==> src/hdl/iirdf2_pkg.sv <==
`timescale 1ns / 1ps
// ----------------------------------------------------------------------------
// iirdf2_pkg
// Shared widths, coefficient reset values, register codes, command types and
// the saturation helper of the saturating direct form II IIR filter.
// ----------------------------------------------------------------------------
package iirdf2_pkg;

	localparam int ORDER     = 2;
	localparam int MAX_TAPS  = 3;
	localparam int FRAC_BITS = 10;
	localparam int DATA_W    = 11;
	localparam int COEF_W    = 11;
	localparam int NUM_REGS  = 7;
	localparam int IDX_W     = $clog2(NUM_REGS);

	localparam int PROD_W = DATA_W + COEF_W;
	localparam int SHF_W  = PROD_W - FRAC_BITS;
	localparam int SUM_W  = SHF_W + 2;

	localparam int SAT_MAX = 2 ** (DATA_W - 1) - 1;

	localparam logic signed [COEF_W-1:0] B0_RESET = COEF_W'(430);
	localparam logic signed [COEF_W-1:0] B1_RESET = COEF_W'(430);
	localparam logic signed [COEF_W-1:0] A1_RESET = COEF_W'(-163);

	typedef enum logic [IDX_W-1:0] {
		REG_B0 = IDX_W'(0),
		REG_B1 = IDX_W'(1),
		REG_B2 = IDX_W'(2),
		REG_B3 = IDX_W'(3),
		REG_A1 = IDX_W'(4),
		REG_A2 = IDX_W'(5),
		REG_A3 = IDX_W'(6)
	} reg_idx_t;

	typedef logic signed [DATA_W-1:0] sample_t;
	typedef logic signed [COEF_W-1:0] coef_t;

	typedef struct packed {
		logic [COEF_W-1:0]                b0;
		logic [MAX_TAPS-1:0][COEF_W-1:0]  b_tap;
		logic [MAX_TAPS-1:0][COEF_W-1:0]  a_tap;
	} coef_set_t;

	typedef struct packed {
		logic load_in;
		logic sum;
		logic out_load;
	} dp_cmd_t;

	function automatic sample_t sat(input logic signed [SUM_W-1:0] v);
		logic signed [SUM_W-1:0] hi;
		logic signed [SUM_W-1:0] lo;
		hi = SUM_W'(SAT_MAX);
		lo = -hi;
		if (v > hi) begin
			return DATA_W'(hi);
		end else if (v < lo) begin
			return DATA_W'(lo);
		end
		return DATA_W'(v);
	endfunction

endpackage

==> src/hdl/iirdf2_coef_regs.sv <==
`timescale 1ns / 1ps
// ----------------------------------------------------------------------------
// iirdf2_coef_regs
// Coefficient register file, written through the plain write port.
// ----------------------------------------------------------------------------
module iirdf2_coef_regs import iirdf2_pkg::*; (
	input  logic              clk,
	input  logic              arst_n,
	input  logic              cfg_we,
	input  logic [IDX_W-1:0]  cfg_idx,
	input  logic [COEF_W-1:0] cfg_data,
	output coef_set_t         coef
);

	coef_set_t coef_q;

	always_ff @(posedge clk or negedge arst_n) begin
		if (!arst_n) begin
			coef_q.b0    <= B0_RESET;
			coef_q.b_tap <= {{(2*COEF_W){1'b0}}, B1_RESET};
			coef_q.a_tap <= {{(2*COEF_W){1'b0}}, A1_RESET};
		end else if (cfg_we) begin
			unique case (reg_idx_t'(cfg_idx))
				REG_B0: coef_q.b0 <= cfg_data;
				REG_B1: coef_q.b_tap[0] <= cfg_data;
				REG_B2: coef_q.b_tap[1] <= cfg_data;
				REG_B3: coef_q.b_tap[2] <= cfg_data;
				REG_A1: coef_q.a_tap[0] <= cfg_data;
				REG_A2: coef_q.a_tap[1] <= cfg_data;
				REG_A3: coef_q.a_tap[2] <= cfg_data;
				default: ;
			endcase
		end
	end

	assign coef = coef_q;

endmodule

==> config.mk <==
export PLATFORM = sky130hd
export DESIGN_NAME = iirdf2_coef_regs
export DESIGN_NICKNAME = d
export VERILOG_FILES = /design/src/hdl/iirdf2_pkg.sv /design/src/hdl/iirdf2_coef_regs.sv
export SDC_FILE = /design/constraint.sdc
export NUM_CORES = 1
export LEC_CHECK = 0
export BUFFER_PORTS_ARGS = -buffer_cell sky130_fd_sc_hd__buf_2
export CORE_AREA = 2 2 89 91
export CTS_CLUSTER_SIZE = 25
export DETAILED_ROUTE_END_ITERATION = 10
export DIE_AREA = 0 0 91 93
export GPL_ROUTABILITY_DRIVEN = 0
export PLACE_DENSITY_LB_ADDON = 0.3
export SYNTH_ARGS = -nofsm -noshare
export SYNTH_HDL_FRONTEND = slang
export SYNTH_SLANG_ARGS = --single-unit
==> constraint.sdc <==
create_clock -name clk -period 1 [get_ports clk]
set_input_delay 0.15 -clock clk [delete_from_list [all_inputs] [get_ports clk]]
set_output_delay 0.15 -clock clk [all_outputs]
set_load 0.01 [all_outputs]
==> run_results.csv <==
group,metric,value,unit
run_status,status,"finished with violations",
run_status,violations,"negative setup slack",
cells_and_area,n_antenna_cell,0,
setup_path,critPathRequiredTime,0.85,ns
timing,setup_violations,75,
yosys,ys.warnings.count,0,
yosys,synth_cell_types,9,
cts,cts_root_buf,"clkbuf_8",
yosys,syn_nets,185,
cells_and_area,multi_input_area,1020,sq um
grt,grt.overflow.total,0,
power_and_ir_drop,p_leak,2.06,nW
cells_and_area,final_common_cell,"buf_2",
timing,final_max_slew_viol_count,0,
setup_path,cpMaxStageDelayCell,"dfstp_2",
floorplan,die_w,91,um
cts,htreeDepth,3,
cells_and_area,final_cell_mix,"buf_2 (64), mux2_2 (60), dfrtp_1 (57)",
placed_design,dpl_cell_area,3720,sq um
cells_and_area,drive_gt1_share,79.7,%
timing,finalHoldViolations,0,
grt,grtUsageTotal,16.7,%
power_and_ir_drop,power,9.73,mW
cells_and_area,seq_area,1950,sq um
floorplan,coreArea,7530,sq um
cts,cts_sinks,77,
routing,drt_first_pass_iters,3,
timing,rsz0062_at_grt,"yes",
cells_and_area,final_area,4360,sq um
yosys,netlist_area,2950,sq um
hold_path,hold_class,"input port to flop",
setup_path,crit_fanout,2,
yosys,postSynthAreaPerCell,17.6,sq um
timing,setup_slack,-0.151,ns
floorplan,die_h,93,um
cts,clk_latency,0.34,ns
timing,period_share,115,%
timing,fmax,0.868,GHz
cells_and_area,n_fill_cell,621,
timing,hold_ws,0.123,ns
yosys,synth-seq-cells,77,
cts,ctsLongestPathBuffers,2,
routing,vias,1902,
routing,wl_per_cell,16.5,um
setup_path,path_cells,"buf_6",
floorplan,ios,94,
routing,dr.first_iter.drc_count,33,
setup_path,slowest_delay,0.56,ns
setup_path,crit_buf_inv,1,
placed_design,place_ws,-0.297,ns
setup_path,timing_worst_setup_path_type,"flop to primary output",
setup_path,cp.arrival,1.00,ns
routing,drc,0,
floorplan,rows,32,
timing,worstMarginPinSlew,0.402,ns
timing,relSlewSlack,73.2,%
grt,grt_pass1_wl,10800,um
cts,cts_inserted_buffers,9,
timing,clock_skew,0,ns
routing,routed_wl,6820,um
power_and_ir_drop,vdd_drop_max,0.000782,V
grt,grt_pass1_vias,1999,
power_and_ir_drop,power.density,2230,nW/um^2
grt,grt_max_degree,78,
setup_path,critPathTopFamily,"flip-flops",
yosys,syn_inst,168,
cells_and_area,nets,322,
yosys,yosysSeqAreaShare,66.1,%
routing,vias_per_cell,4.62,
cells_and_area,syn_to_final_growth,47.5,%
setup_path,cp-start-kind,"flop",
placed_design,portBuffers,93,
setup_path,critPathCaptureType,"primary output",
cts,clk_pin_slew,0.08,ns
placed_design,dp_hpwl,4510,um
routing,drtAntennaViolNets,0,
timing,layout_min_cycle_time,1.15,ns
floorplan,dieArea,8460,sq um
cells_and_area,largest_reg_flops,77,
timing,setup-tns-final,-3.40,ns
floorplan,start_util,39.2,%
grt,antenna_found_initial,0,
cts,cts_tree,"yes",
flow_run,cap_violations,0,
==> report_power, final <==
| part | switching (mW) | total, mW | internal [mW] |
|---|---|---|---|
| Combinational | 1.05 | 2.75 | 1.70 |
| Clock | 1.10 | 2.65 | 1.55 |
| Sequential | 0.402 | 4.34 | 3.93 |
==> worst register-to-register path, stage by stage (launching register included) <==
cell	delay, ns
dfrtp_1	0.39
buf_4	0.14
buf_4	0.12
mux2_4	0.26
==> Yosys cell counts, drive strengths merged <==
library cell | instances | area (sq um)
dfstp | 20 | 526
mux2 | 77 | 867
buf | 7 | 56.3
nor4b | 1 | 15.0
dfrtp | 57 | 1430
nand4b | 3 | 26.3
and4bb | 3 | 37.5
==> metal layers <==
layer / vias to the layer above / wire length (um) / track usage (%) / share of wire, %
met5: - / 0 / 0 / 0
met3: 9 / 317 / 4.51 / 4.7
li1: 879 / - / - / -
met4: 0 / 103 / 6.82 / 1.5
met2: 53 / 3330 / 27.3 / 49
met1: 961 / 3060 / 21.3 / 45
==> per-stage QoR <==
step                utilization [%]  std cells
floorplan                         -        168
global placement               49.4        368
detailed placement             49.4        368
global route                   57.9        412
CTS                            56.0        401
finish                         57.9        412
==> cell type report <==
class	instances	area share [%]
Clock buffer	13	3.65
Sequential cell	77	44.8
Clock inverter	3	1.55
Tap cell	102	2.93
Timing Repair Buffer	133	23.7
Multi-Input combinational cell	84	23.4
==> final timing paths <==
kind	end	startpoint	depth (start not counted)	slack [ns]
min in group asynchronous	coef[26]$_DFFE_PN0P_	arst_n	3	0.36
min	coef[33]$_DFFE_PN0P_	cfg_data[0]	2	0.12
max reg2reg	coef[43]$_DFFE_PN0P_	coef[43]$_DFFE_PN0P_	3	-0.01
max in group asynchronous	coef[69]$_DFFE_PN1P_	arst_n	3	0.28
max	coef[41]	coef[41]$_DFFE_PN1P_	1	-0.15
min reg2reg	coef[62]$_DFFE_PN0P_	coef[62]$_DFFE_PN0P_	1	0.50
==> timing repair <==
item,in CTS,in global routing
setup buffers,16,11
endpoints found under the setup margin,77,77
gates resized for setup,22,12
hold buffers,1,0
endpoints found under the hold margin,57,0
==> cell families (layout without fill, tap and decap cells) <==
family,after synthesis,after routing,synth area share (%)
DFF,77,77,66.1
and+or+nand+nor,7,7,2.67
buffers and inverters,7,149,1.91
muxes,77,77,29.4
Note: power is estimated with default switching activity, not from simulation.
