--- src/hdl/iirdf2_pkg.sv ---
`timescale 1ns / 1ps
// ----------------------------------------------------------------------------
// iirdf2_pkg
// Shared widths, coefficient reset values, register codes, command types and
// the saturation helper of the saturating direct form II IIR filter.
// ----------------------------------------------------------------------------
package iirdf2_pkg;

	localparam int ORDER     = 2;
	localparam int MAX_TAPS  = 3;
	localparam int FRAC_BITS = 10;
	localparam int DATA_W    = 11;
	localparam int COEF_W    = 11;
	localparam int NUM_REGS  = 7;
	localparam int IDX_W     = $clog2(NUM_REGS);

	localparam int PROD_W = DATA_W + COEF_W;
	localparam int SHF_W  = PROD_W - FRAC_BITS;
	localparam int SUM_W  = SHF_W + 2;

	localparam int SAT_MAX = 2 ** (DATA_W - 1) - 1;

	localparam logic signed [COEF_W-1:0] B0_RESET = COEF_W'(430);
	localparam logic signed [COEF_W-1:0] B1_RESET = COEF_W'(430);
	localparam logic signed [COEF_W-1:0] A1_RESET = COEF_W'(-163);

	typedef enum logic [IDX_W-1:0] {
		REG_B0 = IDX_W'(0),
		REG_B1 = IDX_W'(1),
		REG_B2 = IDX_W'(2),
		REG_B3 = IDX_W'(3),
		REG_A1 = IDX_W'(4),
		REG_A2 = IDX_W'(5),
		REG_A3 = IDX_W'(6)
	} reg_idx_t;

	typedef logic signed [DATA_W-1:0] sample_t;
	typedef logic signed [COEF_W-1:0] coef_t;

	typedef struct packed {
		logic [COEF_W-1:0]                b0;
		logic [MAX_TAPS-1:0][COEF_W-1:0]  b_tap;
		logic [MAX_TAPS-1:0][COEF_W-1:0]  a_tap;
	} coef_set_t;

	typedef struct packed {
		logic load_in;
		logic sum;
		logic out_load;
	} dp_cmd_t;

	function automatic sample_t sat(input logic signed [SUM_W-1:0] v);
		logic signed [SUM_W-1:0] hi;
		logic signed [SUM_W-1:0] lo;
		hi = SUM_W'(SAT_MAX);
		lo = -hi;
		if (v > hi) begin
			return DATA_W'(hi);
		end else if (v < lo) begin
			return DATA_W'(lo);
		end
		return DATA_W'(v);
	endfunction

endpackage

--- src/hdl/iirdf2_datapath.sv ---
`timescale 1ns / 1ps
// ----------------------------------------------------------------------------
// iirdf2_datapath
// Tap products, saturating feedback and feedforward sums, delay line and
// output register.
// ----------------------------------------------------------------------------
module iirdf2_datapath import iirdf2_pkg::*; (
	input  logic      clk,
	input  logic      arst_n,
	input  dp_cmd_t   cmd,
	input  coef_set_t coef,
	input  sample_t   sample_in,
	output sample_t   sample_out
);

	sample_t                   delay_q [ORDER];
	sample_t                   x_s1;
	logic signed [SHF_W-1:0]   fbp_s1 [ORDER];
	logic signed [SHF_W-1:0]   ffp_s1 [ORDER];
	sample_t                   w_s2;
	sample_t                   ff_s2;
	sample_t                   out_q;

	logic signed [SHF_W-1:0]   fbp [ORDER];
	logic signed [SHF_W-1:0]   ffp [ORDER];
	sample_t                   fb_sum;
	sample_t                   ff_sum;
	sample_t                   w_val;
	logic signed [PROD_W-1:0]  y_prod;
	sample_t                   y_val;

	always_comb begin
		logic signed [PROD_W-1:0] pa;
		logic signed [PROD_W-1:0] pb;
		for (int k = 0; k < ORDER; k++) begin
			pa = PROD_W'(delay_q[k]) * PROD_W'(coef_t'(coef.a_tap[k]));
			pb = PROD_W'(delay_q[k]) * PROD_W'(coef_t'(coef.b_tap[k]));
			fbp[k] = SHF_W'(pa >>> FRAC_BITS);
			ffp[k] = SHF_W'(pb >>> FRAC_BITS);
		end
	end

	always_comb begin
		sample_t fb;
		sample_t ff;
		fb = '0;
		ff = '0;
		for (int k = 0; k < ORDER; k++) begin
			fb = sat(SUM_W'(fb) - SUM_W'(fbp_s1[k]));
			ff = sat(SUM_W'(ff) + SUM_W'(ffp_s1[k]));
		end
		fb_sum = fb;
		ff_sum = ff;
		w_val  = sat(SUM_W'(x_s1) + SUM_W'(fb_sum));
	end

	assign y_prod = PROD_W'(w_s2) * PROD_W'(coef_t'(coef.b0));
	assign y_val  = sat(SUM_W'(SHF_W'(y_prod >>> FRAC_BITS)) + SUM_W'(ff_s2));

	always_ff @(posedge clk) begin
		if (cmd.load_in) begin
			x_s1   <= sample_in;
			fbp_s1 <= fbp;
			ffp_s1 <= ffp;
		end
		if (cmd.sum) begin
			w_s2  <= w_val;
			ff_s2 <= ff_sum;
		end
		if (cmd.out_load) begin
			out_q <= y_val;
		end
	end

	always_ff @(posedge clk or negedge arst_n) begin
		if (!arst_n) begin
			for (int k = 0; k < ORDER; k++) begin
				delay_q[k] <= '0;
			end
		end else if (cmd.sum) begin
			for (int k = ORDER - 1; k > 0; k--) begin
				delay_q[k] <= delay_q[k-1];
			end
			delay_q[0] <= w_val;
		end
	end

	assign sample_out = out_q;

endmodule

--- config.mk ---
export PLATFORM = sky130hd
export DESIGN_NAME = iirdf2_datapath
export DESIGN_NICKNAME = d
export VERILOG_FILES = /design/src/hdl/iirdf2_pkg.sv /design/src/hdl/iirdf2_datapath.sv
export SDC_FILE = /design/constraint.sdc
export NUM_CORES = 2
export LEC_CHECK = 0
export BUFFER_PORTS_ARGS = -buffer_cell sky130_fd_sc_hd__buf_2
export CAP_MARGIN = 20
export CORE_MARGIN = 8
export CORE_UTILIZATION = 50
export CTS_BUF_LIST = sky130_fd_sc_hd__clkbuf_4 sky130_fd_sc_hd__clkbuf_8 sky130_fd_sc_hd__clkbuf_16
export DETAILED_ROUTE_END_ITERATION = 12
export GPL_ROUTABILITY_DRIVEN = 0
export HOLD_SLACK_MARGIN = 0.15
export PLACE_DENSITY_LB_ADDON = 0.3
export SLEW_MARGIN = 20
export SYNTH_ARGS = -nofsm -noshare
export SYNTH_HDL_FRONTEND = slang
export SYNTH_SLANG_ARGS = --single-unit
export TNS_END_PERCENT = 30
--- constraint.sdc ---
create_clock -name clk -period 13.6 [get_ports clk]
set_input_delay 3.4 -clock clk [delete_from_list [all_inputs] [get_ports clk]]
set_output_delay 3.4 -clock clk [all_outputs]
set_load 0.01 [all_outputs]
==> impl_metrics.json <==
{
  "die_h_um": 258.6,
  "drt_pass1_iterations": 5,
  "drt_iter0_drc": 938,
  "syn_area_um2": 29430,
  "dieArea_um2": 66880,
  "clockRootBuffer": "clkbuf_16",
  "pin_count": 104,
  "maxCapViolCount": 0,
  "cp.arrival_ns": 11.21,
  "fin_crit_sh_pct": 80.95,
  "status": "complete, no violations",
  "routed_wl_mm": 62.07,
  "async_flop_share_pct": 19.30,
  "core_area_um2": 58570,
  "avgSynthCellArea_um2": 9.409,
  "clock_skew_ns": 0.01271,
  "setup_viol": 0,
  "r2r_start": "fbp_s1[12]$_DFFE_PP_",
  "critPathMaxStageDelay_ns": 0.76,
  "yosys_warnings": 0,
  "tightest_slew_ns": 1.036,
  "io_buffers": 81,
  "syn-num-nets": 4074,
  "grt_pass1_wl_mm": 107.4,
  "drc": 0,
  "min_period_ns": 11.01,
  "slew_headroom_pct": 30.90,
  "grt_start_max_net_pins": 60,
  "worst-path-max-fanout": 15,
  "slew_viol_final": 0,
  "ys.flop_type": "edfxtp_1",
  "drtAntennaViolNets": 0,
  "rsz0062_at_grt": "false",
  "drive_above_1_share_pct": 4.976,
  "fill_cells": 5271,
  "end_kind": "flop",
  "cts.sink_count": 114,
  "r2r_cells": 30,
  "ys_seq_area_share_pct": 11.26,
  "wire_per_inst_um": 15.87,
  "regToRegSetupSlack_ns": 4.76,
  "syn2layout_area_growth_pct": 5.514,
  "crit_start": "coef[68]",
  "hold_depth": 2,
  "syn_inst": 3128,
  "nets": 4068,
  "required_ns": 13.80,
  "die_width_um": 258.6,
  "most-common-layout-cells": "inv_1 (697), fa_1 (579), and2_1 (297)",
  "final_common_cell": "inv_1",
  "crit_family": "compound AO/OA/AOI/OAI gates",
  "yosys_register_bits": 114,
  "dr_total_vias": 20725,
  "via_per_inst": 5.301,
  "antenna_found_initial": 2,
  "clock_latency_ns": 0.44,
  "tritoncts": "built",
  "clk_pin_slew_ns": 0.06,
  "initial_core_util_pct": 50.25,
  "grt_pass1_vias": 22565,
  "clock_path_buffers": 2,
  "grt-ovfl-total": 0,
  "cts_setup_buffers": 0,
  "cp.buffers_inverters": 6,
  "setup_tns_ns": 0,
  "max_freq_mhz": 90.84,
  "grt_usage_pct": 19.32,
  "cp_num_cells": 28,
  "htreeDepth": 4,
  "crit_path_start_kind": "primary input",
  "hold_path.class": "flop to flop",
  "hold_path_startpoint": "ffp_s1[0]$_DFFE_PP_",
  "dp_hpwl_mm": 51.34,
  "numCtsBuffers": 17,
  "cts_hold_buffers": 0,
  "synth_enable_flop_cells": 92,
  "cpMaxStageDelayCell": "a2bb2oi_1",
  "ys_types": 71,
  "path_class": "primary input to flop",
  "cts_resized": 0,
  "hold_viol_final": 0,
  "num_rows": 89
}
metal layers:
metal	part of all wire (%)	GRT usage, %	up-vias
met5	0	0	-
met3	3.6	2.422	98
met1	42	24.15	10590
met2	52	34.84	417
li1	-	-	9620
met4	2.1	5.546	0
sequential cells by signal, summed over array words and instances (netlist names):
register	count
w_s2	11
delay_q	22
ffp_s1	24
x_s1	11
ff_s2	11
fbp_s1	24
sample_out	11
logic make-up after synthesis:
| group | after synthesis | synth area share, % |
|---|---|---|
| fa+ha+maj | 864 | 51.41 |
| xor+xnor | 121 | 3.601 |
| flops | 114 | 11.26 |
| buf+inv | 814 | 10.44 |
| simple gates | 880 | 15.50 |
| compound gates | 313 | 6.976 |
| mux | 22 | 0.8290 |
through the flow:
step | utilization, % | instances | hold WS [ns] | instance area (µm²) | worst slack (ns)
after global routing | 53.01 | 3909 | 0.7644 | 31050 | 2.003
after detailed placement | 51.95 | 3876 | 0.7214 | 30430 | 2.114
after CTS | 53.01 | 3908 | 0.7388 | 31050 | 2.573
after global placement | 51.95 | 3876 | 0.7151 | 30430 | 2.413
after floorplan | - | 3128 | 0.4995 | 29430 | 3.499
final | 53.02 | 3910 | 0.7436 | 31050 | 2.591
cells in the mapped netlist, drive strengths merged, types with 22 or more instances:
library cell    n  area (µm²)
edfxtp         92        2763
dfrtp          22       550.5
clkbuf        113       424.2
ha            274        3428
o21a           38       285.3
nand2b         57       356.6
nor2           89       336.6
nor3           33       165.2
xor2           24       210.2
fa            579       11590
inv           697        2616
a21oi          69       345.3
a21o           25       188.9
o21ai          72       360.3
and2          298        1866
xnor2          97       849.6
nand2         286        1074
and3           24       150.1
worst paths after layout:
kind,end
worst max-delay path,sample_out[0]$_SDFFCE_PN1P_
worst min-delay path,ff_s2[0]$_SDFFCE_PN1P_
worst max register to register,w_s2[0]$_DFFE_PP_
worst min register to register,ff_s2[0]$_SDFFCE_PN1P_
max in group asynchronous,delay_q[6]$_DFFE_PN0P_
min in group asynchronous,delay_q[11]$_DFFE_PN0P_
cell type report:
cell class	instances	area (µm²)	area share, %
multi-input combinational	2200	23050	74.21
sequential	114	3313	10.67
inverter	698	2620	8.437
tap	773	967.2	3.114
timing repair buffer	91	480.5	1.547
clock buffer	18	432.9	1.394
clock inverter	14	188.9	0.6084
antenna	2	5.005	0.01612
worst reg2reg max path, delay by kind of cell (launching register included):
| family | cells | cell delay [ns] |
|---|---|---|
| AOI/OAI and AO/OA | 9 | 2.29 |
| xor gates and xnor gates | 1 | 0.19 |
| adders and majority gates | 4 | 0.96 |
| buffers and inverters | 2 | 0.20 |
| DFF | 1 | 0.48 |
| and+or+nand+nor | 14 | 4.42 |
Power is left out: the tool's default activity adds up to more than one toggle a clock period on the data nets, which glitch-free logic cannot reach.
