### src/hdl/iirdf2_pkg.sv
`timescale 1ns / 1ps
// ----------------------------------------------------------------------------
// iirdf2_pkg
// Shared widths, coefficient reset values, register codes, command types and
// the saturation helper of the saturating direct form II IIR filter.
// ----------------------------------------------------------------------------
package iirdf2_pkg;

	localparam int ORDER     = 2;
	localparam int MAX_TAPS  = 3;
	localparam int FRAC_BITS = 10;
	localparam int DATA_W    = 11;
	localparam int COEF_W    = 11;
	localparam int NUM_REGS  = 7;
	localparam int IDX_W     = $clog2(NUM_REGS);

	localparam int PROD_W = DATA_W + COEF_W;
	localparam int SHF_W  = PROD_W - FRAC_BITS;
	localparam int SUM_W  = SHF_W + 2;

	localparam int SAT_MAX = 2 ** (DATA_W - 1) - 1;

	localparam logic signed [COEF_W-1:0] B0_RESET = COEF_W'(430);
	localparam logic signed [COEF_W-1:0] B1_RESET = COEF_W'(430);
	localparam logic signed [COEF_W-1:0] A1_RESET = COEF_W'(-163);

	typedef enum logic [IDX_W-1:0] {
		REG_B0 = IDX_W'(0),
		REG_B1 = IDX_W'(1),
		REG_B2 = IDX_W'(2),
		REG_B3 = IDX_W'(3),
		REG_A1 = IDX_W'(4),
		REG_A2 = IDX_W'(5),
		REG_A3 = IDX_W'(6)
	} reg_idx_t;

	typedef logic signed [DATA_W-1:0] sample_t;
	typedef logic signed [COEF_W-1:0] coef_t;

	typedef struct packed {
		logic [COEF_W-1:0]                b0;
		logic [MAX_TAPS-1:0][COEF_W-1:0]  b_tap;
		logic [MAX_TAPS-1:0][COEF_W-1:0]  a_tap;
	} coef_set_t;

	typedef struct packed {
		logic load_in;
		logic sum;
		logic out_load;
	} dp_cmd_t;

	function automatic sample_t sat(input logic signed [SUM_W-1:0] v);
		logic signed [SUM_W-1:0] hi;
		logic signed [SUM_W-1:0] lo;
		hi = SUM_W'(SAT_MAX);
		lo = -hi;
		if (v > hi) begin
			return DATA_W'(hi);
		end else if (v < lo) begin
			return DATA_W'(lo);
		end
		return DATA_W'(v);
	endfunction

endpackage

### src/hdl/iirdf2_ctrl.sv
`timescale 1ns / 1ps
// ----------------------------------------------------------------------------
// iirdf2_ctrl
// Sequencer: accept, sum taps, load the output register.
// ----------------------------------------------------------------------------
module iirdf2_ctrl import iirdf2_pkg::*; (
	input  logic    clk,
	input  logic    arst_n,
	input  logic    in_valid,
	output logic    in_ready,
	output logic    out_valid,
	input  logic    out_ready,
	output dp_cmd_t cmd
);

	typedef enum logic [1:0] {
		ST_IDLE,
		ST_SUM,
		ST_OUT
	} state_t;

	state_t state_q;
	logic   out_valid_q;
	logic   out_free;
	logic   in_fire;

	assign out_free = !out_valid_q || out_ready;
	assign in_ready = (state_q == ST_IDLE) || ((state_q == ST_OUT) && out_free);
	assign in_fire  = in_valid && in_ready;

	assign cmd.load_in  = in_fire;
	assign cmd.sum      = (state_q == ST_SUM);
	assign cmd.out_load = (state_q == ST_OUT) && out_free;

	always_ff @(posedge clk or negedge arst_n) begin
		if (!arst_n) begin
			state_q     <= ST_IDLE;
			out_valid_q <= 1'b0;
		end else begin
			if ((state_q == ST_OUT) && out_free) begin
				out_valid_q <= 1'b1;
			end else if (out_ready) begin
				out_valid_q <= 1'b0;
			end
			unique case (state_q)
				ST_IDLE: begin
					if (in_fire) begin
						state_q <= ST_SUM;
					end
				end
				ST_SUM: begin
					state_q <= ST_OUT;
				end
				ST_OUT: begin
					if (out_free) begin
						state_q <= in_fire ? ST_SUM : ST_IDLE;
					end
				end
				default: begin
					state_q <= ST_IDLE;
				end
			endcase
		end
	end

	assign out_valid = out_valid_q;

endmodule

### config.mk
export PLATFORM = sky130hd
export DESIGN_NAME = iirdf2_ctrl
export DESIGN_NICKNAME = d
export VERILOG_FILES = /design/src/hdl/iirdf2_pkg.sv /design/src/hdl/iirdf2_ctrl.sv
export SDC_FILE = /design/constraint.sdc
export NUM_CORES = 1
export LEC_CHECK = 0
export ABC_AREA = 1
export BUFFER_PORTS_ARGS = -buffer_cell sky130_fd_sc_hd__buf_4
export CAP_MARGIN = 20
export CELL_PAD_IN_SITES_DETAIL_PLACEMENT = 2
export CELL_PAD_IN_SITES_GLOBAL_PLACEMENT = 2
export CORE_AREA = 4 4 41 43
export CTS_CLUSTER_DIAMETER = 50
export CTS_CLUSTER_SIZE = 40
export DETAILED_ROUTE_END_ITERATION = 16
export DIE_AREA = 0 0 45 47
export PLACE_DENSITY_LB_ADDON = 0.1
export SYNTH_ARGS = -nofsm -noshare
export SYNTH_HDL_FRONTEND = slang
export SYNTH_SLANG_ARGS = --single-unit
### constraint.sdc
create_clock -name clk -period 1.7 [get_ports clk]
set_clock_uncertainty 0.1 [all_clocks]
set_input_delay 0.17 -clock clk [delete_from_list [all_inputs] [get_ports clk]]
set_output_delay 0.17 -clock clk [all_outputs]
set_load 0.01 [all_outputs]
==> impl_metrics.tcl, run 1 <==
set metrics [dict create \
    status "finished clean" \
    required_ns 1.43 \
    die_w_um 45 \
    drc 0 \
    drive_gt1_share_pct 48.5 \
    synth_area_per_cell_um2 7.51 \
    period_needed_ns 1.29 \
    wire_per_inst_um 8.58 \
    slew_headroom_pct 91.1 \
    yosysTopAreaCell "dfrtp_1" \
    hp-class "input port to register" \
    ir_worst_vdd_mv 0.296 \
    synthesis.area_um2 158 \
    antenna_left 0 \
    initial_core_util_pct 12.1 \
    nNetsFinal 38 \
    totalPowerFinal_mw 0.284 \
    synthCells 21 \
    drtPass1Iterations 1 \
    crit_path_cell_trace "nand3_1, nand2_2, nor2_1, buf_4" \
    r2r-start "out_valid" \
    cp-endpoint "cmd[2]" \
    io_pins 9 \
    clockRootBuffer "clkbuf_4" \
    rows 13 \
    syn_nets 25 \
    synth_area_leaders "dfrtp_1 (48%), inv_1 (9.5%), nor2_1 (9.5%), nand2_1 (7.1%), o21ai_2 (5.6%)" \
    finalHoldViolCount 0 \
    p_leak_nw 0.147 \
    cellPowerDensity_nw_per_um2 1070 \
    cts.sinks 3 \
    met3_length_um 34 \
    path_class "register to output port" \
    met1_length_um 157 \
    r2r_end "state_q[0]" \
    maxUsedRoutingLayer "met3" \
    wl_met2_um 220 \
    cts_tree "done" \
    grt_overflow_total 0 \
    crit_path_max_incr_delay_ns 0.39 \
    core_area_um2 1300 \
    synth.distinct_cells 10 \
    die_h_um 47 \
    htree_num_levels 1 \
    clk_path_buf_depth 2 \
    fp.dieArea_um2 2120 \
    yosysTopAreaCellShare_pct 47.6 \
    place_congestion 0.618 \
    viasPerCell 3.23 \
    slew_viol_final 0 \
    portBuffers 8 \
    drt-total-wl_um 412 \
    ys_ff_latch 3 \
    rsz0062_at_grt "no" \
    grt_pass1_vias 179 \
    dp_hpwl_um 345 \
    slowest_stage "dfrtp_1" \
    grt_use_total_pct 4.75 \
    fin_crit_sh_pct 76.1 \
    dpl.cell_count 43 \
    critPathMaxFanout 4 \
    numCtsBuffers 3 \
    first_iter_violations 0 \
    reg2reg_depth 3 \
    vias 155 \
    insertion_delay_ns 0.23 \
    tns_ns 0 \
    crit_arrival_ns 1.02 \
    final-setup-viol-count 0 \
    n_antenna_cell 0 \
    area_delta_synth_final_pct 68.3 \
    grt_pass1_wl_um 690 \
    timing.max_cap.violations 0 \
    whs_ns 0.0858 \
    critPathLaunchType "register" \
    crit_start "out_valid" \
    tightest_slew_ns 0.133 \
    fmax_mhz 773 \
    antenna_found_initial 0 \
    stdcell_count 48 \
    ys_seq_area_share_pct 47.6 \
    grt_start_max_net_pins 5 \
    r2r_slack_ns 0.87 \
    cp-end-kind "output port" \
    yosysWarnings 0 \
    cts.reportedPaths.clkPinSlew_ns 0.04 \
]
where the power goes:
part	internal (mW)	switching [mW]
logic	0.0346	0.0361
clock network	0.0878	0.0351
registers	0.0819	0.00808
total	0.204	0.0793
critical path, delay by kind of cell (launching register included):
| kind | cells | cell delay [ns] |
|---|---|---|
| buf+inv | 1 | 0.13 |
| flops | 1 | 0.39 |
| simple gates | 3 | 0.27 |
layout make-up:
class	instances	area, um2
Multi-Input combinational cell	11	52.6
Clock buffer	4	26.3
Inverter	6	22.5
Tap cell	15	18.8
Fill cell	167	1040
Sequential cell	3	75.1
Timing Repair Buffer	9	70.1
cell usage after synthesis:
master and n:
inv_2 2, inv_1 4, buf_4 1, nand2_2 1
dfrtp_1 3, nand2_1 3, nor2_1 4, o21ai_2 1
nor2_2 1, nand3_1 1
what timing repair did:
action                                 in CTS  in global routing
hold buffers                                1                  0
endpoints found under the hold margin       3                  0
setup buffers                               0                  0
gates resized for setup                     0                  0
cells in the final DEF (no fill, tap or decap), drive strengths merged:
master,count
buf,8
clkbuf,4
dfrtp,3
dlygate4sd3,1
inv,6
nand2,4
nand3,1
nor2,5
o21ai,1
metrics by stage:
| stage | setup WS [ns] | utilization (%) | area (um2) |
|---|---|---|---|
| floorplan | 0.662 | - | 158 |
| global placement | 0.649 | 17.6 | 229 |
| detailed placement | 0.632 | 17.6 | 229 |
| CTS | 0.379 | 20.4 | 265 |
| global route | 0.295 | 20.4 | 265 |
| finish | 0.406 | 20.4 | 265 |
how the worst min path moves through the flow:
stage,cells past startpoint,startpoint,to,slack [ns]
6_report,3,in_valid,state_q[0],0.09
5_1_grt,3,in_valid,state_q[0],0.11
3_3_place_gp,1,arst_n,state_q[0],-0.14
4_1_cts,3,in_valid,state_q[0],0.08
2_1_floorplan,0,arst_n,out_valid,-0.23
3_5_place_dp,1,arst_n,state_q[0],-0.14
flip-flops by register name (all words and copies together), names as in the netlist:
name and cells:
out_valid 1, state_q 2
kinds of logic (layout without fill, tap and decap cells):
family          Yosys count  count (layout)  synth area share (%)
simple gates             10              10                  27.8
compound gates            1               1                  5.56
flops                     3               3                  47.6
buf+inv                   7              19                  19.0
routing by layer:
metal	track usage (%)	up-vias
met5	0	-
met4	5.26	0
met3	1.53	0
met2	7.34	4
met1	4.82	69
li1	-	82
No activity file was read; power rests on OpenSTA's default activity.
==> run 2, diff against run 1 <==
Clock period 1.7 ns to 1.1 ns, I/O delays scaled along.
==> impl_metrics.tcl, run 2 (synthesis results as in run 1) <==
set metrics [dict create \
    path_class "register to output port" \
    fin_util_pct 27.0 \
    rows 13 \
    slew_headroom_pct 91.4 \
    status "finished, violations left" \
    final-setup-viol-count 5 \
    final_cell_mix "buf_4 (10), inv_1 (4), buf_6 (4), nor2_2 (3), clkbuf_4 (3)" \
    layout.cells.most_common "buf_4" \
    drc 0 \
    n_antenna_cell 0 \
    post-route-cell-area_um2 352 \
    dp_hpwl_um 349 \
    fp.dieArea_um2 2120 \
    r2r-start "state_q[1]" \
    crit_arrival_ns 1.00 \
    io_pins 9 \
    die_h_um 47 \
    period_needed_ns 1.21 \
    postPlaceCellArea_um2 229 \
    largest_reg_flops 2 \
    p_leak_nw 0.185 \
    antenna_found_initial 0 \
    rsz0062_at_grt "yes" \
    cts.sinks 3 \
    first_iter_violations 0 \
    initial_core_util_pct 12.1 \
    grt_start_max_net_pins 4 \
    antenna_left 0 \
    regMostFlops "state_q" \
    timing.max_cap.violations 0 \
    hp-class "input port to register" \
    htree_num_levels 1 \
    clk_path_buf_depth 2 \
    tightest_slew_ns 0.129 \
    die_w_um 45 \
    required_ns 0.89 \
    totalPowerFinal_mw 0.529 \
    cellPowerDensity_nw_per_um2 1510 \
    clockRootBuffer "clkbuf_4" \
    cts_tree "done" \
    crit_start "state_q[1]" \
    viasPerCell 3.44 \
    grt_pass1_vias 198 \
    min_from "in_valid" \
    place_congestion 0.576 \
    nNetsFinal 44 \
    drt-total-wl_um 494 \
    grt_pass1_wl_um 779 \
    slew_viol_final 0 \
    grt_overflow_total 0 \
    numCtsBuffers 3 \
    drtPass1Iterations 1 \
    whs_ns 0.0341 \
    vias 186 \
    grt_use_total_pct 5.70 \
    ir_worst_vdd_mv 0.450 \
    fmax_mhz 824 \
    critPathMaxFanout 3 \
    insertion_delay_ns 0.23 \
    critPathLaunchType "register" \
    fin_crit_sh_pct 110 \
    drive_gt1_share_pct 71.8 \
    finalHoldViolCount 0 \
    wire_per_inst_um 9.15 \
    area_delta_synth_final_pct 123 \
    layout_setup_ws_ns -0.113 \
    core_area_um2 1300 \
    portBuffers 8 \
    violations "negative setup slack" \
    cp-end-kind "output port" \
    cts.reportedPaths.clkPinSlew_ns 0.04 \
]
-- run 2: cell types whose count changed in the layout (fill, tap and decap cells not counted), sizes merged --
cell  before  now
buf        8   14
-- run 2: power breakdown --
group	switching (mW)	internal, mW	leakage, nW
clock	0.0559	0.136	0.0150
combinational	0.0821	0.111	0.133
sequential	0.0167	0.128	0.0367
total	0.155	0.375	0.185
-- run 2: final cells by class --
type                            count  area [um2]
Fill cell                         166         950
Timing Repair Buffer               15         130
Sequential cell                     3        76.3
Multi-Input combinational cell     11        77.6
Tap cell                           15        18.8
Clock buffer                        4        26.3
Inverter                            6        22.5
-- run 2: per-layer routing --
layer / track usage, % / vias to the layer above / share of wire (%)
li1: - / 94 / -
met1: 5.02 / 88 / 38
met2: 9.04 / 4 / 56
met3: 2.30 / 0 / 5.9
met4: 7.02 / 0 / 0
met5: 0 / - / 0
-- run 2: worst max-delay path, cell delays in order, from the launching register on --
cell,delay (ns)
dfrtp_2,0.43
nand3_2,0.07
nand2_2,0.07
nor2_2,0.08
buf_4,0.12
-- run 2: worst paths after layout --
path / slack, ns / cells after the start / to
setup / recovery: -0.11 / 4 / cmd[2]
hold / removal: 0.03 / 3 / state_q[0]
setup reg to reg: 0.04 / 5 / state_q[0]
hold reg to reg: 0.57 / 4 / state_q[1]
max in group asynchronous: 0.70 / 2 / state_q[1]
min in group asynchronous: 0.10 / 2 / state_q[0]
-- run 2: metrics by stage --
step | setup TNS [ns] | worst slack, ns | instances
floorplan | 0 | 0.122 | 21
global placement | 0 | 0.110 | 43
detailed placement | 0 | 0.0737 | 43
CTS | -0.403 | -0.143 | 51
global route | -0.663 | -0.172 | 54
finish | -0.375 | -0.113 | 54
-- run 2: timing repair --
| action | 4_1_cts | 5_1_grt |
|---|---|---|
| buffers inserted | 3 | 3 |
| gates resized for setup | 4 | 8 |
| pin swaps | 2 | 3 |
| setup endpoints to repair | 4 | 5 |
| hold buffers | 1 | 0 |
| hold endpoints to repair | 3 | 0 |
==> run 3, diff against run 2 <==
Settings changed: PLACE_DENSITY set to 0.56, PLACE_DENSITY_LB_ADDON 0.1 to unset.
==> impl_metrics.tcl, run 3 (synthesis results as in run 1) <==
set metrics [dict create \
    status "finished, violations left" \
    violations "negative setup slack" \
    critPathLaunchType "register" \
    die_h_um 47 \
    core_area_um2 1300 \
    largest_reg_flops 2 \
    grt_start_max_net_pins 5 \
    stdcell_count 51 \
    htree_num_levels 1 \
    grt_use_total_pct 6.41 \
    finalHoldViolCount 0 \
    hp-class "input port to register" \
    slew_headroom_pct 91.2 \
    post-route-cell-area_um2 305 \
    fp.dieArea_um2 2120 \
    vias 179 \
    grt_pass1_wl_um 876 \
    rows 13 \
    grt_overflow_total 0 \
    drtPass1Iterations 2 \
    required_ns 0.89 \
    r2r_slack_ns 0.08 \
    cp-end-kind "output port" \
    area_delta_synth_final_pct 93.7 \
    ir_worst_vdd_mv 0.475 \
    layout_setup_ws_ns -0.114 \
    viasPerCell 3.51 \
    reg2reg_depth 6 \
    slew_viol_final 0 \
    p_leak_nw 0.165 \
    min_from "in_valid" \
    cellPowerDensity_nw_per_um2 1580 \
    clk_path_buf_depth 2 \
    n_antenna_cell 0 \
    cts_tree "done" \
    pre_cts_slack_ns 0.0817 \
    critPathMaxFanout 4 \
    die_w_um 45 \
    portBuffers 8 \
    dp_hpwl_um 364 \
    initial_core_util_pct 12.1 \
    tightest_slew_ns 0.132 \
    timing.max_cap.violations 0 \
    dpl.cell_count 43 \
    place_congestion 0.592 \
    final-setup-viol-count 4 \
    min_path_cells 3 \
    postPlaceCellArea_um2 229 \
    r2r-start "state_q[0]" \
    totalPowerFinal_mw 0.483 \
    cts.sinks 3 \
    nNetsFinal 41 \
    fin_util_pct 23.5 \
    fmax_mhz 823 \
    clockRootBuffer "clkbuf_4" \
    grt_pass1_vias 211 \
    antenna_left 0 \
    cts.reportedPaths.clkPinSlew_ns 0.04 \
    numCtsBuffers 3 \
    r2r_end "state_q[1]" \
    nFillCells 171 \
    whs_ns 0.0307 \
    regMostFlops "state_q" \
    wire_per_inst_um 9.00 \
    drt-total-wl_um 459 \
    period_needed_ns 1.21 \
    final_cell_mix "buf_4 (8), inv_1 (4), nor2_1 (4)" \
    min_to "state_q[0]" \
    drive_gt1_share_pct 58.3 \
    io_pins 9 \
    fin_crit_sh_pct 110 \
    antenna_found_initial 0 \
    insertion_delay_ns 0.23 \
    tns_ns -0.302 \
    layout.cells.most_common "buf_4" \
    drc 0 \
    path_class "register to output port" \
    rsz0062_at_grt "yes" \
    first_iter_violations 4 \
    crit_arrival_ns 1.00 \
]
run 3: worst max path at each step:
stage	cells past startpoint	from	slack [ns]	endpoint
6_report	4	out_valid	-0.11	cmd[2]
5_1_grt	4	state_q[0]	-0.20	cmd[0]
4_1_cts	4	out_valid	-0.13	cmd[2]
3_5_place_dp	4	out_valid	0.08	cmd[2]
3_3_place_gp	4	out_valid	0.12	cmd[2]
2_1_floorplan	4	out_valid	0.12	cmd[2]
run 3: timing repair:
action,CTS,global route
buffers inserted,2,1
gates resized for setup,3,2
hold buffers,1,0
endpoints found under the hold margin,3,0
pin swaps,2,1
setup endpoints to repair,4,5
run 3: report_power, final:
part           switching (mW)  internal [mW]  total [mW]
clock                  0.0557          0.136       0.192
sequential             0.0170          0.128       0.145
combinational          0.0636         0.0832       0.147
run 3: final cells by class:
| cell class | instances | area [um2] | share of cell area (%) |
|---|---|---|---|
| inverter | 6 | 22.5 | 7.38 |
| sequential | 3 | 76.3 | 25.0 |
| tap | 15 | 18.8 | 6.15 |
| timing repair buffer | 12 | 104 | 34.0 |
| multi-input combinational | 11 | 57.6 | 18.9 |
| clock buffer | 4 | 26.3 | 8.61 |
run 3: routing by layer:
metal  global-route usage (%)  vias up  wire [um]
li1                         -       87          -
met1                     5.72       85        180
met2                     9.89        7        239
met3                     3.45        0         39
met4                     7.02        0          0
met5                        0        -          0
run 3: worst max-delay path, cell delays in order, from the launching register on:
cell and delay (ns):
dfrtp_2 0.43, nand3_2 0.07, nand2_2 0.06, nor2_1 0.09, buf_4 0.13
